==> src/sv/hpt_pkg.sv <==
// Shared constants, register codes and stage records of the homogeneous point transform.
// No dependencies; every module of the block imports this package.
package hpt_pkg;

    localparam int FRAC_BITS  = 16;
    localparam int COEF_WIDTH = 32;
    localparam int PT_WIDTH   = 32;
    localparam int PW         = PT_WIDTH + COEF_WIDTH;   // one product
    localparam int DW         = PW + 2;                  // one row dot product
    localparam int MW         = DW;                      // magnitude of a dot product
    localparam int NW         = MW + FRAC_BITS;          // shifted numerator
    localparam int QB         = PT_WIDTH + 1;            // quotient bits formed
    localparam int RW         = MW + 1;                  // partial remainder
    localparam int TOPW       = NW - QB;                 // numerator bits above the quotient
    localparam int CFG_IDX_W  = 3;
    localparam int CFG_DATA_W = 64;
    localparam int LAT        = 4 + QB + 1;              // start to done, in cycles

    localparam logic [PT_WIDTH-1:0] ONE_FIXED = PT_WIDTH'(1) << FRAC_BITS;
    localparam logic [PT_WIDTH-1:0] POS_MAX   = {1'b0, {(PT_WIDTH-1){1'b1}}};
    localparam logic [PT_WIDTH-1:0] NEG_MIN   = {1'b1, {(PT_WIDTH-1){1'b0}}};

    typedef enum logic [CFG_IDX_W-1:0] {
        REG_COEF_XX    = 3'd0,
        REG_COEF_XY    = 3'd1,
        REG_SHIFT_X    = 3'd2,
        REG_COEF_YX    = 3'd3,
        REG_COEF_YY    = 3'd4,
        REG_SHIFT_Y    = 3'd5,
        REG_PERSP_PAIR = 3'd6,
        REG_PERSP_W    = 3'd7
    } reg_idx_t;

    typedef struct packed {
        logic signed [COEF_WIDTH-1:0] m00;
        logic signed [COEF_WIDTH-1:0] m01;
        logic signed [COEF_WIDTH-1:0] m02;
        logic signed [COEF_WIDTH-1:0] m10;
        logic signed [COEF_WIDTH-1:0] m11;
        logic signed [COEF_WIDTH-1:0] m12;
        logic signed [COEF_WIDTH-1:0] m20;
        logic signed [COEF_WIDTH-1:0] m21;
        logic signed [COEF_WIDTH-1:0] m22;
    } matrix_t;

    typedef struct packed {
        logic                 valid;
        logic signed [DW-1:0] tx;
        logic signed [DW-1:0] ty;
        logic signed [DW-1:0] tw;
    } dot_t;

    typedef struct packed {
        logic          valid;
        logic          wz;
        logic          negx;
        logic          negy;
        logic          ovx;
        logic          ovy;
        logic [RW-1:0] rx;
        logic [RW-1:0] ry;
        logic [QB-1:0] nx;
        logic [QB-1:0] ny;
        logic [QB-1:0] qx;
        logic [QB-1:0] qy;
        logic [MW-1:0] d;
    } div_t;

endpackage

==> src/sv/hpt_div_stage.sv <==
// One registered restoring-division step for both quotients, sharing the divisor.
// Depends on hpt_pkg.
module hpt_div_stage
    import hpt_pkg::*;
(
    input  logic clk,
    input  logic rst_n,
    input  div_t din,
    output div_t dout_reg
);

    logic [RW-1:0] shx, shy, dd;
    logic          gex, gey;
    div_t          dout_next;

    always_comb
    begin
        dd  = {1'b0, din.d};
        shx = {din.rx[RW-2:0], din.nx[QB-1]};
        shy = {din.ry[RW-2:0], din.ny[QB-1]};
        gex = (shx >= dd);
        gey = (shy >= dd);
        dout_next    = din;
        dout_next.rx = gex ? shx - dd : shx;
        dout_next.ry = gey ? shy - dd : shy;
        dout_next.qx = {din.qx[QB-2:0], gex};
        dout_next.qy = {din.qy[QB-2:0], gey};
        dout_next.nx = {din.nx[QB-2:0], 1'b0};
        dout_next.ny = {din.ny[QB-2:0], 1'b0};
    end

    always_ff @(posedge clk or negedge rst_n)
    begin
        if (!rst_n)
            dout_reg.valid <= 1'b0;
        else
            dout_reg <= dout_next;
    end

endmodule

==> config.mk <==
export PLATFORM = sky130hd
export DESIGN_NAME = hpt_div_stage
export DESIGN_NICKNAME = d
export VERILOG_FILES = /design/src/sv/hpt_pkg.sv /design/src/sv/hpt_div_stage.sv
export SDC_FILE = /design/constraint.sdc
export NUM_CORES = 1
export LEC_CHECK = 0
export BUFFER_PORTS_ARGS = -buffer_cell sky130_fd_sc_hd__buf_2
export CAP_MARGIN = 20
export CORE_AREA = 2 2 266 268
export DETAILED_ROUTE_END_ITERATION = 8
export DIE_AREA = 0 0 268 270
export GPL_ROUTABILITY_DRIVEN = 0
export PLACE_DENSITY = 0.55
export SETUP_SLACK_MARGIN = 0.4
export SLEW_MARGIN = 20
export SYNTH_ARGS = -nofsm -noshare
export SYNTH_HDL_FRONTEND = slang
export SYNTH_SLANG_ARGS = --single-unit
==> constraint.sdc <==
create_clock -name clk -period 0.8 [get_ports clk]
set_input_delay 0 -clock clk [delete_from_list [all_inputs] [get_ports clk]]
set_output_delay 0 -clock clk [all_outputs]
set_load 0.1 [all_outputs]
==> summary.txt <==
Run status
  • Run status: finished, violations left
  • Failing checks: hold timing, setup timing

Clocking
  • Clock Tree Root: clkbuf_16
  • H-tree depth: 2
  • Worst-case clock buffer depth: 3
  • Clock slew seen by the registers of the worst setup and hold paths: 0.05 ns
  • CTS tree: done
  • CTS buffer count: between 40 and 50
  • Clock sinks: 336

Power
  • Leakage power: about 18 nW
  • Worst IR drop on VDD: approximately 1.5 mV
  • Pwr per Cell Area: ~2000 nW/um2

Synthesis
  • XOR/XNOR share of the synthesized area: 4.562%
  • Number of synthesized flops with an enable pin: ~340
  • Complex-gate fraction of the synthesized area: about 17%
  • Distinct cells, synth: 89
  • Share of the synthesized area in the top cell type: 48.52%
  • Most common cell in the netlist: edfxtp_1
  • Syn Inst Count: 1867
  • Mean Syn Cell Area: 11.10 um2
  • Top post-synthesis cells by area: edfxtp_1, ha_1, mux2_2
  • Synth cell count leaders: edfxtp_1, a21oi_1, ha_1
  • Simple-Gate Fraction of Synth Area: approximately 11%
  • Mapped cell area: between 20000 and 25000 um2
  • Register area share after synthesis: between 40 and 50%
  • Top FF cell, synth: edfxtp_1
  • Number of synthesis warnings: 0
  • Synth area leader: edfxtp_1
  • Asr flop ratio synth: less than 1%
  • Largest family of logic cells by synthesized area: compound AO/OA/AOI/OAI gates
  • Multiplexer share of the synthesized area: under 10%
  • Register bit total from synthesis: about 340
  • Adder-cell share of the synthesized area: between 8 and 9%

Die
  • Die area: 72360 um2
  • Die Wd: approximately 270 um
  • Die Ht: roughly 270 um
  • CORE AREA: 69540 um2
  • Initial core utilization: 29.81%
  • Top-Level Pins: approximately 680
  • Rows: 97

Worst setup path
  • CP delay by family, top: buffers and inverters
  • CP cell instances: buf_2 > inv_4 > ha_4 > buf_6 > nand4_1 > buf_4 > nor2_4 > nand2_2 > a32oi_2 > buf_4 > nor2_4 > o41ai_4 > buf_4 > a311oi_4 > o21a_4 > clkinv_8 > buf_12 > clkbuf_16 > mux2_2
  • Crit path max fanout: 6
  • Sum of buffers and inverters on the critical path: 9
  • Crit path kind: in -> reg
  • Crit path capture type: flip-flop
  • Worst path most repeated cell: buf_4
  • CP startpoint kind: input pin
  • CP Data Required Time: approximately 1.1 ns
  • Slowest stage delay, CP: 0.33 ns
  • WP data arrival: ~3.1 ns
  • Worst path slowest cell: mux2_2

Global route
  • Initial antenna violation count: 22
  • First-pass GRT wire length: 146300 um
  • Vias in the first global route: between 20000 and 25000
  • M3 GR Usage: ~5.7%
  • Met1 usage: between 20% and 30%
  • Largest net degree at the start of global routing: 29
  • Met2 Use GR: between 40% and 50%
  • Overall fraction of global-route tracks in use: 26.74%
  • Overflow after GRT: 0
  • Gr busiest metal: met2

Place
  • IO Port Bufs: 671
  • Placed cells: 4069
  • Placed cell area: between 30000 and 40000 um2
  • Dpl hpwl: 77380 um

STA
  • Final hold violation count: 186
  • Hold_ws: -0.2887 ns
  • Peak Freq: 0.3626 GHz
  • RSZ-0062 raised after global routing: yes
  • Setup TNS: -383.52 ns
  • Tmin final: ~2.8 ns
  • Final setup vio count: 472
  • Final Max Tran Viols: 0
  • Setup ws final: -1.958 ns
  • Relative slew slack: roughly two thirds
  • Crit share post-route: 344.7%
  • Slew @ Worst Pin: ~0.51 ns

Routing
  • Drt wl/cell: about 23 um
  • Vias/cell: 5.031
  • DR pass1 iterations: 6
  • DRC viols: 0
  • Via Count: approximately 22000
  • WL final: around 100000 um
  • DR iter-0 viols: 1740
  • Post-DRT Antenna Nets: 0

Layout
  • Multi-input logic area: around 12000 um2
  • Filler Cells Inserted: between 5000 and 6000
  • Finished Layout Cells: approximately 4400
  • Final instance area: around 42000 um2
  • Final net count: approximately 3900
  • Max reg flops: about 340
  • Fraction of layout cells with a size suffix above 1: between 50% and 60%
  • Register area: between 10000 and 15000 um2
  • Area delta synth->final: 102.1%

Flow run
  • Number of max-cap violations: 0

Worst hold path
  • Hold crit path type: in -> reg
[area by class of cell]
class | instances | share of cell area [%]
flip-flops and latches | 336 | 24.07
repair buffers | 1641 | 40.77
multi-input cells | 1328 | 27.82
diodes | 16 | 0.09556
clock buffers | 51 | 2.637
clock inverters | 20 | 0.5525
well taps | 940 | 2.807
repair inverters | 2 | 0.04778
inverters | 115 | 1.209
[where the power goes]
part / internal (mW) / leakage [nW] / switching, mW / total, mW
Clock: 10.9 / 0.650 / 7.98 / 18.9
Sequential: 22.0 / 3.29 / 1.72 / 23.7
Combinational: 17.8 / 14.4 / 24.7 / 42.5
Total: 50.7 / 18.4 / 34.4 / 85.1
[path summary, 6_finish.rpt]
| kind | startpoint | cells after the start | slack [ns] | endpoint |
|---|---|---|---|---|
| hold / removal | din[56] | 2 | -0.29 | dout_reg[56] |
| setup / recovery | din[27] | 19 | -1.96 | dout_reg[234] |
| max in group asynchronous | rst_n | 4 | 0.54 | dout_reg[337] |
| min in group asynchronous | rst_n | 4 | 0.15 | dout_reg[337] |
[repair_timing]
item | in CTS | in global routing
setup endpoints to repair | 472 | 472
cloned | 9 | 4
hold buffers | 192 | 1
endpoints found under the hold margin | 406 | 190
buffers inserted | 69 | 18
pin swaps | 86 | 35
resized for setup | 344 | 83
[logic make-up after synthesis]
family	Yosys count
simple gates	443
buf+inv	204
flops	336
compound gates	525
xor+xnor	108
mux	116
other cells	1
fa+ha+maj	134
[through the flow]
| step | util [%] | worst slack [ns] | power, mW |
|---|---|---|---|
| global route | 60.22 | -2.009 | 87.81 |
| detailed placement | 51.02 | -2.850 | 62.22 |
| finish | 60.25 | -1.958 | 85.11 |
| global placement | 51.02 | -2.856 | 61.89 |
| CTS | 59.23 | -1.881 | 84.65 |
| floorplan | - | -2.214 | 44.98 |
[per-layer routing]
layer | wire length, um | part of all wire (%)
met3 | 7135 | 7.0
met4 | 5579 | 5.5
met1 | 37220 | 37
met5 | 56 | 0.055
met2 | 51270 | 51
[layout by cell type, fill, tap and decap left out, types with 10 or more instances in the layout]
cell,n
ha_4,53
o211ai_1,22
nand4_1,56
o31ai_4,10
nor2b_1,15
mux2_4,66
buf_2,321
edfxtp_1,335
a21oi_1,128
a21o_1,74
clkbuf_16,44
dlygate4sd3_1,193
buf_8,12
mux2_2,45
diode_2,16
o21bai_1,29
nor3_1,33
o21a_1,21
inv_1,74
nor2_1,82
buf_6,59
and3_1,10
a21oi_2,24
a31oi_1,15
nand2_1,111
inv_2,27
or3_1,13
xor2_1,34
buf_4,681
nand3_1,38
a211oi_1,11
ha_1,76
o21ai_0,59
xnor2_1,73
buf_12,364
(Power assumes the default switching activity.)
