===== src/sv/hpt_pkg.sv =====
// Shared constants, register codes and stage records of the homogeneous point transform.
// No dependencies; every module of the block imports this package.
package hpt_pkg;

    localparam int FRAC_BITS  = 16;
    localparam int COEF_WIDTH = 32;
    localparam int PT_WIDTH   = 32;
    localparam int PW         = PT_WIDTH + COEF_WIDTH;   // one product
    localparam int DW         = PW + 2;                  // one row dot product
    localparam int MW         = DW;                      // magnitude of a dot product
    localparam int NW         = MW + FRAC_BITS;          // shifted numerator
    localparam int QB         = PT_WIDTH + 1;            // quotient bits formed
    localparam int RW         = MW + 1;                  // partial remainder
    localparam int TOPW       = NW - QB;                 // numerator bits above the quotient
    localparam int CFG_IDX_W  = 3;
    localparam int CFG_DATA_W = 64;
    localparam int LAT        = 4 + QB + 1;              // start to done, in cycles

    localparam logic [PT_WIDTH-1:0] ONE_FIXED = PT_WIDTH'(1) << FRAC_BITS;
    localparam logic [PT_WIDTH-1:0] POS_MAX   = {1'b0, {(PT_WIDTH-1){1'b1}}};
    localparam logic [PT_WIDTH-1:0] NEG_MIN   = {1'b1, {(PT_WIDTH-1){1'b0}}};

    typedef enum logic [CFG_IDX_W-1:0] {
        REG_COEF_XX    = 3'd0,
        REG_COEF_XY    = 3'd1,
        REG_SHIFT_X    = 3'd2,
        REG_COEF_YX    = 3'd3,
        REG_COEF_YY    = 3'd4,
        REG_SHIFT_Y    = 3'd5,
        REG_PERSP_PAIR = 3'd6,
        REG_PERSP_W    = 3'd7
    } reg_idx_t;

    typedef struct packed {
        logic signed [COEF_WIDTH-1:0] m00;
        logic signed [COEF_WIDTH-1:0] m01;
        logic signed [COEF_WIDTH-1:0] m02;
        logic signed [COEF_WIDTH-1:0] m10;
        logic signed [COEF_WIDTH-1:0] m11;
        logic signed [COEF_WIDTH-1:0] m12;
        logic signed [COEF_WIDTH-1:0] m20;
        logic signed [COEF_WIDTH-1:0] m21;
        logic signed [COEF_WIDTH-1:0] m22;
    } matrix_t;

    typedef struct packed {
        logic                 valid;
        logic signed [DW-1:0] tx;
        logic signed [DW-1:0] ty;
        logic signed [DW-1:0] tw;
    } dot_t;

    typedef struct packed {
        logic          valid;
        logic          wz;
        logic          negx;
        logic          negy;
        logic          ovx;
        logic          ovy;
        logic [RW-1:0] rx;
        logic [RW-1:0] ry;
        logic [QB-1:0] nx;
        logic [QB-1:0] ny;
        logic [QB-1:0] qx;
        logic [QB-1:0] qy;
        logic [MW-1:0] d;
    } div_t;

endpackage


===== src/sv/hpt_prep.sv =====
// Two pipeline stages: magnitudes and signs, then overflow test and divider set-up.
// Depends on hpt_pkg.
module hpt_prep
    import hpt_pkg::*;
(
    input  logic clk,
    input  logic rst_n,
    input  dot_t dot,
    output div_t div_reg
);

    logic          valid_reg, wz_reg, negx_reg, negy_reg;
    logic [MW-1:0] ax_reg, ay_reg, aw_reg;
    logic [DW-1:0] ux, uy, uw;
    logic [NW-1:0] nfx, nfy;
    logic [MW-1:0] topx, topy;
    div_t          div_next;

    assign ux = dot.tx;
    assign uy = dot.ty;
    assign uw = dot.tw;

    always_ff @(posedge clk or negedge rst_n)
    begin
        if (!rst_n)
        begin
            valid_reg     <= 1'b0;
            div_reg.valid <= 1'b0;
        end
        else
        begin
            valid_reg <= dot.valid;
            ax_reg    <= ux[DW-1] ? MW'(~ux + DW'(1)) : MW'(ux);
            ay_reg    <= uy[DW-1] ? MW'(~uy + DW'(1)) : MW'(uy);
            aw_reg    <= uw[DW-1] ? MW'(~uw + DW'(1)) : MW'(uw);
            negx_reg  <= ux[DW-1] ^ uw[DW-1];
            negy_reg  <= uy[DW-1] ^ uw[DW-1];
            wz_reg    <= (uw == '0);
            div_reg   <= div_next;
        end
    end

    // a quotient of more than QB bits is an overflow; hold the remainder at zero then
    always_comb
    begin
        nfx  = NW'(ax_reg) << FRAC_BITS;
        nfy  = NW'(ay_reg) << FRAC_BITS;
        topx = MW'(nfx[NW-1:QB]);
        topy = MW'(nfy[NW-1:QB]);
        div_next       = '0;
        div_next.valid = valid_reg;
        div_next.wz    = wz_reg;
        div_next.negx  = negx_reg;
        div_next.negy  = negy_reg;
        div_next.ovx   = (topx >= aw_reg);
        div_next.ovy   = (topy >= aw_reg);
        div_next.rx    = div_next.ovx ? '0 : RW'(topx);
        div_next.ry    = div_next.ovy ? '0 : RW'(topy);
        div_next.nx    = nfx[QB-1:0];
        div_next.ny    = nfy[QB-1:0];
        div_next.d     = aw_reg;
    end

endmodule


===== config.mk =====
export PLATFORM = sky130hd
export DESIGN_NAME = hpt_prep
export DESIGN_NICKNAME = d
export VERILOG_FILES = /design/src/sv/hpt_pkg.sv /design/src/sv/hpt_prep.sv
export SDC_FILE = /design/constraint.sdc
export NUM_CORES = 1
export LEC_CHECK = 0
export BUFFER_PORTS_ARGS = -buffer_cell sky130_fd_sc_hd__buf_2
export CAP_MARGIN = 10
export CORE_UTILIZATION = 32
export DETAILED_ROUTE_END_ITERATION = 10
export GPL_TIMING_DRIVEN = 1
export HOLD_SLACK_MARGIN = 0.05
export PLACE_DENSITY_LB_ADDON = 0.25
export SLEW_MARGIN = 30
export SYNTH_ARGS = -nofsm -noshare
export SYNTH_HDL_FRONTEND = slang
export SYNTH_SLANG_ARGS = --single-unit

===== constraint.sdc =====
create_clock -name clk -period 3.57 [get_ports clk]
set_clock_uncertainty 0.05 [all_clocks]
set_input_delay 0.1785 -clock clk [delete_from_list [all_inputs] [get_ports clk]]
set_output_delay 0.1785 -clock clk [all_outputs]
set_load 0.01 [all_outputs]

==> results.md, run 1 <==
Drt:
- The final routed wirelength across all metal layers is 64.1 mm.
- For this run, design rule violations remaining after detail routing come to 0.
- The pre-antenna-repair detailed-routing pass consisted of 5 iterations.
- In this run the remaining antenna-violating nets after routing total 0.
- The count of vias placed by the detailed router is 15,205.
- The via density per instance is 4.69.
- In the final routed layout, each cell accounts on average for 19.8 µm.
- After the first detailed-routing iteration, the DRC count stood at 931.

Pwr:
- The analysis attributes to cell leakage a power of 0.0111 µW.
- Power spread over the standard cell area amounts to 473 nW/µm².
- The maximum vdd drop is 0.397 mV.

Setup path:
- On the worst path, the slowest cell contributes a delay of 0.59 ns.
- The end of the worst register-to-register path is div_reg[279].
- For this design, the slowest cell found on the critical path is or4_1.
- The start of the worst register-to-register path is aw_reg[12].
- The worst setup path is launched from a primary input.
- The element type at the critical path end is a register.
- The required time at the endpoint of the critical path is 3.85 ns.
- The critical path goes through dlygate4sd3_1, buf_2, or4_1, nor4b_1, buf_4, and3_1, nand2_1, o41ai_1, xnor2_1, dlygate4sd3_1.
- The setup check on the worst reg-to-reg path leaves a slack of 0.47 ns.
- The critical path arrival is 3.69 ns.
- By instance count, the cell type seen most on the critical path is dlygate4sd3_1.
- The class of the most critical setup path is in2reg.
- Counting cells, the worst reg-to-reg path comes to 9.
- The highest net fanout along the worst path is 10.

Floorplanning:
- The starting utilization of the core area is 32.5%.
- The die covers 65,400 µm².
- The floorplan row count is 92.
- The horizontal die dimension is 256 µm.
- In this run the count of I/O pins placed on the die edge is 539.
- The height of the die is 256 µm.
- The area of the core is 63,300 µm².

Placement:
- The quantity of I/O buffers inserted on ports is 404.
- The worst setup timing slack at the placement stage is 0.417 ns.
- Detailed placement finished with a half-perimeter wire length of 49.1 mm.
- The congestion estimate from routability-driven global placement came to 0.872.

Logic synthesis:
- Among all flip-flop cells after synthesis, the most frequent one is edfxtp_1.
- The per-instance average area after synthesis is 12.6 µm².
- The number of enable flip-flop cells after synthesis is 404.
- The mapped cell area is 20,600 µm².
- The number of instances in the synthesized netlist is 1,633.
- The share of synthesized cell area in full adder, half adder and majority cells is 6.14%.
- During synthesis, Yosys emitted a total of 0 warnings.
- Yosys mapped the design onto 63 distinct sky130hd cell types.
- Summing the areas of all and, or, nand and nor instances in the mapped netlist gives 10.9% of the synthesized area.
- The share of synthesized area spent on multiplexers is 0%.
- The post-synthesis compound-gate area fraction is 7.86%.
- Summing the sequential cell areas from Yosys gives 59.2% of the chip area.
- The synthesized design contains 406 register bits.
- After synthesis, the largest family of logic cells by area is simple AND/OR/NAND/NOR gates.
- The synthesized netlist devotes 8.12% of its cell area to XOR and XNOR gates.
- The share of flip-flops with an asynchronous set or reset after synthesis is 0.493%.

Timing:
- Measured against its own limit, the worst slew margin works out to 40.4%.
- For the final routed database, the setup TNS stands at 0 ns.
- The final setup slack of the worst path is 0.162 ns.
- The portion of the clock cycle consumed by the worst path in the final layout is 95.5%.
- Setup violations remaining at the end of the flow were counted as 0.
- The upper clock frequency limit is 293 MHz.
- Setup repair after global routing left no endpoint under its margin.
- The transition time at the pin with the least slew margin is 0.893 ns.
- The smallest clock period supported by the final layout is computed as 3.41 ns.
- The final-report hold violation count is 0.
- The total count of max-transition violations in the final report is 0.

Global route:
- The global-route total usage across every layer is 19.2%.
- Summed over all layers, the global routing overflow is 0.
- The largest net degree at the start of global routing is 96.
- The initial antenna violation count is 5.
- The wire length of the first global-routing pass is 94.4 mm.
- The via count of the first global-routing pass is 15,100.

Clock network:
- The number of setup buffers added after CTS is 0.
- Counting along the longest clock path gives a buffer depth of 3.
- After clock tree synthesis, the clock-pin slew on the worst setup and hold paths is 0.06 ns.
- The CTS tree is done.
- The level count of the clock H-tree is 2.
- The number of buffers created by CTS is 48.
- The later pin in the worst-skew pair is clocked with a latency of 0.58 ns.
- The total clock sinks is 406.
- The clock tree root driver cell is clkbuf_16.

Layout:
- The post-route netlist has 22.3% of its cells at a drive strength greater than 1.
- The register with the most flip-flops in the layout has 204 of them.
- For this run, the share of the core covered by cells in the final layout is 43.9%.
- The count of nets after finishing is 2,658.
- The synthesis-to-finish area growth is 35.1%.

Worst hold path:
- The startpoint identified for the worst hold timing path is dot[19].
- The worst hold path belongs to the class in2reg.
- For hold timing, the worst endpoint is aw_reg[22].
- The count of cells along the worst hold path is 3.

Outcome:
- The run finished with clean final reports.

Run:
- The max-capacitance violation count is 0.
-- power by group --
group	internal (µW)	total (µW)	leakage [µW]	switching [µW]
clock	3130	5100	0.000786	1970
sequential	5810	6030	0.00398	227
combinational	927	2030	0.00632	1100
-- Yosys cell counts, drive strengths merged (2+ instances only) --
cell | number | area, µm²
o21ai | 74 | 370
nand2 | 85 | 319
edfxtp | 404 | 12100
nand4b | 11 | 96.3
o21a | 2 | 15.0
buf | 139 | 1040
nor3 | 27 | 135
inv | 112 | 420
a31oi | 3 | 18.8
a21oi | 37 | 185
and2 | 2 | 12.5
nor3b | 3 | 22.5
or4b | 2 | 20.0
xnor2 | 184 | 1610
o41ai | 33 | 334
nand3 | 24 | 120
nor2b | 2 | 12.5
or4 | 21 | 165
xor2 | 7 | 61.3
clkbuf | 38 | 144
or2 | 9 | 56.3
o31ai | 58 | 450
nand3b | 5 | 37.5
a21o | 9 | 67.6
a221oi | 4 | 35.0
nor4 | 28 | 211
a211oi | 5 | 37.5
or3 | 26 | 175
dfrtp | 2 | 50.1
nand2b | 12 | 75.1
ha | 101 | 1260
and3 | 52 | 325
nand4 | 21 | 131
a21boi | 3 | 22.5
nor2 | 71 | 267
nor4b | 4 | 35.0
-- critical path: cells and delay by family --
family,cells,cell delay (ns)
xor+xnor,1,0.09
simple gates,4,1.56
compound gates,1,0.41
buf+inv,4,1.43
-- cell type report --
class	instances	area, µm²
fillers	5915	35500
flip-flops and latches	406	12200
multi-input cells	1071	7340
repair buffers	717	5190
clock buffers	63	1300
well taps	846	1060
inverters	112	420
clock inverters	26	333
diodes	1	2.50
-- metal layers --
layer	GRT usage (%)	share of wire (%)
met4	6.70	3.2
met2	31.8	47
met1	24.7	43
met5	0	0.089
met3	4.13	6.7
-- worst max-delay path by stage --
stage	from	end	slack, ns	cells past startpoint
after floorplan	ax_reg[29]	div_reg[303]	0.78	9
after global placement	dot[21]	aw_reg[59]	0.49	7
after CTS	dot[20]	aw_reg[51]	0.04	9
final	dot[17]	aw_reg[56]	0.16	10
after detailed placement	dot[21]	aw_reg[51]	0.42	7
after global routing	dot[17]	aw_reg[59]	0.04	9
-- logic make-up (layout without fill, tap and decap cells) --
family	Yosys count	count (layout)
buffers and inverters	289	918
AO/OA/AOI/OAI	237	237
adder cells (fa/ha/maj)	101	101
AND/OR/NAND/NOR	408	408
other	1	135
flip-flops	406	406
XOR/XNOR	191	191
-- layout by cell type, fill, tap and decap left out, drive strengths merged, types with 3 or more instances in the layout --
cell type	n
a31oi	3
xnor2	184
buf	435
ha	101
nor3	27
inv	112
o21ai	74
a21boi	3
or4	21
nor4	28
nand4b	11
edfxtp	404
and3	52
nand2b	12
o31ai	58
nand3b	5
o41ai	33
or3	26
a21o	9
nor2	71
a211oi	5
conb	134
nand2	85
clkinv	17
nor4b	4
a221oi	4
a21oi	37
clkbuf	63
xor2	7
nand3	24
or2	9
nor3b	3
bufinv	8
nand4	21
dlygate4sd3	282
-- metrics by stage --
step	hold WS, ns	instance area (µm²)	cells	power (µW)
2_1_floorplan	-0.167	21100	1766	7050
3_3_place_gp	0.240	23300	2870	7800
3_5_place_dp	0.241	23300	2870	7850
4_1_cts	0.0623	27800	3241	13300
5_1_grt	0.109	27800	3242	13700
6_report	0.141	27800	3242	13200
-- what timing repair did --
item	in CTS	in global routing
hold buffers	282	0
endpoints found under the hold margin	202	0
setup endpoints to repair	0	11
gates resized for setup	0	4
Note: power is estimated with default switching activity, not from simulation.
==> run 2: changes to the inputs <==
--- a/config.mk
+++ b/config.mk
@@ -7,10 +7,11 @@
 export LEC_CHECK = 0
 export BUFFER_PORTS_ARGS = -buffer_cell sky130_fd_sc_hd__buf_2
 export CAP_MARGIN = 10
-export CORE_UTILIZATION = 32
+export CORE_UTILIZATION = 45
 export DETAILED_ROUTE_END_ITERATION = 10
 export GPL_TIMING_DRIVEN = 1
 export HOLD_SLACK_MARGIN = 0.05
+export MAX_ROUTING_LAYER = met4
 export PLACE_DENSITY_LB_ADDON = 0.25
 export SLEW_MARGIN = 30
 export SYNTH_ARGS = -nofsm -noshare
==> results.md, run 2 (synthesis results as in run 1) <==
Timing:
- The final setup slack of the worst path came to 0.0746 ns (-0.0873 ns).
- The number of failing setup endpoints in the final timing report is 0 (unchanged).
- The post-route minimum period came to 3.50 ns (+0.0873 ns).
- The transition time at the pin with the least slew margin is 0.992 ns (+0.0986 ns).
- The worst slew margin relative to its limit came to 33.9% (-6.6 points).
- The portion of the clock cycle consumed by the worst path in the final layout was 97.9% (+2.4 points).
- The aggregate negative setup slack was 0 ns (unchanged).
- The total count of max-transition violations in the final report is 0 (unchanged).
- The final-report hold violation count is 0 (unchanged).
- The upper clock frequency limit is 286 MHz (-2.5%).
- Setup repair after global routing left no endpoint under its margin.

Layout:
- The final design utilization came to 60.1% (+16 points).
- The number of flip-flops in the largest register is 204 (unchanged).
- The share of layout cells above drive strength 1 was 22.2% (about the same).
- The count of nets after finishing came to 2,640 (-0.68%).
- The final cell count without fillers was 2,972 (-8.3%).
- Leaving out fill and tap cells, the most frequent cell in the layout is edfxtp_1.
- Relative to the synthesized area, the layout overhead comes to 32.1%.
- The top cell types in the final layout, fill and taps aside, are edfxtp_1 (404), buf_2 (403), dlygate4sd3_1 (275).

Setup path:
- The worst setup path startpoint is dot[137].
- STA classifies the critical path startpoint as a primary input.
- The worst setup path is captured at a register.
- The critical path arrival is 3.75 ns (+0.06 ns).
- The class of the most critical setup path is in2reg.
- The highest net fanout along the worst path is 7 (-3).
- The required time at the endpoint of the critical path is 3.82 ns (-0.03 ns).
- The start of the worst register-to-register path is aw_reg[12].

Drt:
- The iteration count of the initial detailed-routing pass was 9 (+4).
- The final routed wirelength across all metal layers is 59.8 mm (-6.7%).
- The initial DRC count is 1,376 (+48%).
- The count of vias placed by the detailed router came to 15,510 (+2.0%).
- The via density per instance is 5.22 (+11%).
- The number of routed nets with antenna violations is 0 (unchanged).
- The remaining design rule violation count is 2 (+2).
- The average wire per cell in the routed design was 20.1 µm (+1.8%).

Global route:
- The via count of the first global-routing pass was 14,918 (-1.2%).
- The wire length of the first global-routing pass is 88.1 mm (-6.7%).
- The initial antenna violation count is 2 (-3).
- The global-route total usage across every layer was 25.8% (+6.7 points).
- The largest net degree at the start of global routing was 103 (+7.3%).
- The overall overflow remaining after global route is 0 (unchanged).

Floorplanning:
- The height of the die came to 216 µm (-16%).
- The starting utilization of the core area is 45.5% (+13 points).
- The number of ports placed on the die boundary is 539 (unchanged).
- The floorplan row count was 78 (-15%).
- The horizontal die dimension is 216 µm (-16%).
- The overall die area is 46,600 µm² (-29%).
- The area of the core is 45,300 µm² (-28%).

Pwr:
- The maximum vdd drop is 0.349 mV (-12%).
- The switching share of total power is 25.0% (-0.080 points).
- The reported leakage power came to 0.0109 µW (-1.3%).
- The power per cell area is 466 nW/µm² (-1.5%).
- The net switching power figure was 3170 µW (-3.9%).
- The total internal power is 9520 µW (-3.5%).
- The clock power share is 36.6% (-2.2 points).
- The register share of total power was 47.6% (+1.8 points).
- The part of the power in combinational logic is 15.8% (+0.4 points).

Run:
- The max-capacitance violation count was 0 (unchanged).

Worst hold path:
- The launch point of the worst hold path is dot[21].
- The path class of the tightest hold or removal check is in2reg.

Placement:
- The worst setup timing slack at the placement stage is 0.485 ns (+0.0681 ns).
- The total half-perimeter wirelength after legalization and detailed placement is 44.4 mm (-9.7%).
- The quantity of I/O buffers inserted on ports is 404 (unchanged).
- The placer's final routability congestion estimate is 0.959 (+10%).
- The total instance count after detailed placement is 2,617 (-8.8%).

Outcome:
- The final reports fail on design-rule violations.
- The flow ran to the end, but the final reports show violations.

Clock network:
- The clock input transition at the sequential cells of the worst setup and hold paths came to 0.06 ns (about the same).
- The level count of the clock H-tree was 2 (unchanged).
- The total clock sinks was 406 (unchanged).
- The insertion delay of the later-clocked pin in the worst-skew pair came to 0.56 ns (-0.02 ns).
- The buffer depth of the longest clock path is 3 (unchanged).
- CTS placed an instance of clkbuf_16 at the clock tree root.
- The number of buffers created by CTS came to 44 (-8.3%).
- The CTS tree is done.
## run 2: what timing repair did
item / 4_1_cts / 5_1_grt
resized for setup: 0 / 7
setup buffers: 0 / 0
hold buffers: 275 / 0
hold endpoints to repair: 202 / 0
setup endpoints to repair: 0 / 14
## run 2: cell type report
cell class                      count  area (µm²)
Clock inverter                     28         308
Antenna cell                        2        5.00
Clock buffer                       50        1140
Inverter                          112         420
Sequential cell                   406       12200
Fill cell                        3612       18100
Tap cell                          600         751
Timing Repair Buffer              703        5040
Multi-Input combinational cell   1071        7360
## run 2: worst paths after layout
check,endpoint,slack (ns),cells past startpoint
max reg2reg,div_reg[268],0.60,9
min reg2reg,div_reg[337],0.30,0
max in group asynchronous,valid_reg,2.74,2
min in group asynchronous,div_reg[337],0.21,2
min,aw_reg[22],0.15,3
max,ax_reg[40],0.07,9
## run 2: routing by layer
layer	wire length, µm	track usage (%)	up-vias
li1	-	-	7180
met1	24000	31.3	7420
met2	30000	44.4	793
met3	4090	3.82	117
met4	1800	7.96	0
met5	0	-	-
## run 2: stage by stage
stage	area (µm²)	hold WS [ns]	total power [µW]
3_3_place_gp	23000	0.230	7730
6_report	27200	0.152	12700
2_1_floorplan	21100	-0.167	7050
5_1_grt	27200	0.131	13200
4_1_cts	27200	0.116	12700
3_5_place_dp	23000	0.243	7800
## run 2: power by group through the flow
stage,clock (µW),combinational [µW],sequential [µW]
after floorplan,0,925,6130
final,4650,2000,6030
after global placement,0,1600,6130
after CTS,4720,1980,6040
after global routing,4880,2200,6080
after detailed placement,0,1670,6130
## run 2: critical path, cell delays in order
cell	delay, ns
dlygate4sd3_1	0.54
buf_2	0.15
nor4_2	0.52
nand4b_1	0.40
or2_1	0.43
or3_1	0.47
o41ai_1	0.36
xnor2_1	0.12
dlygate4sd3_1	0.57
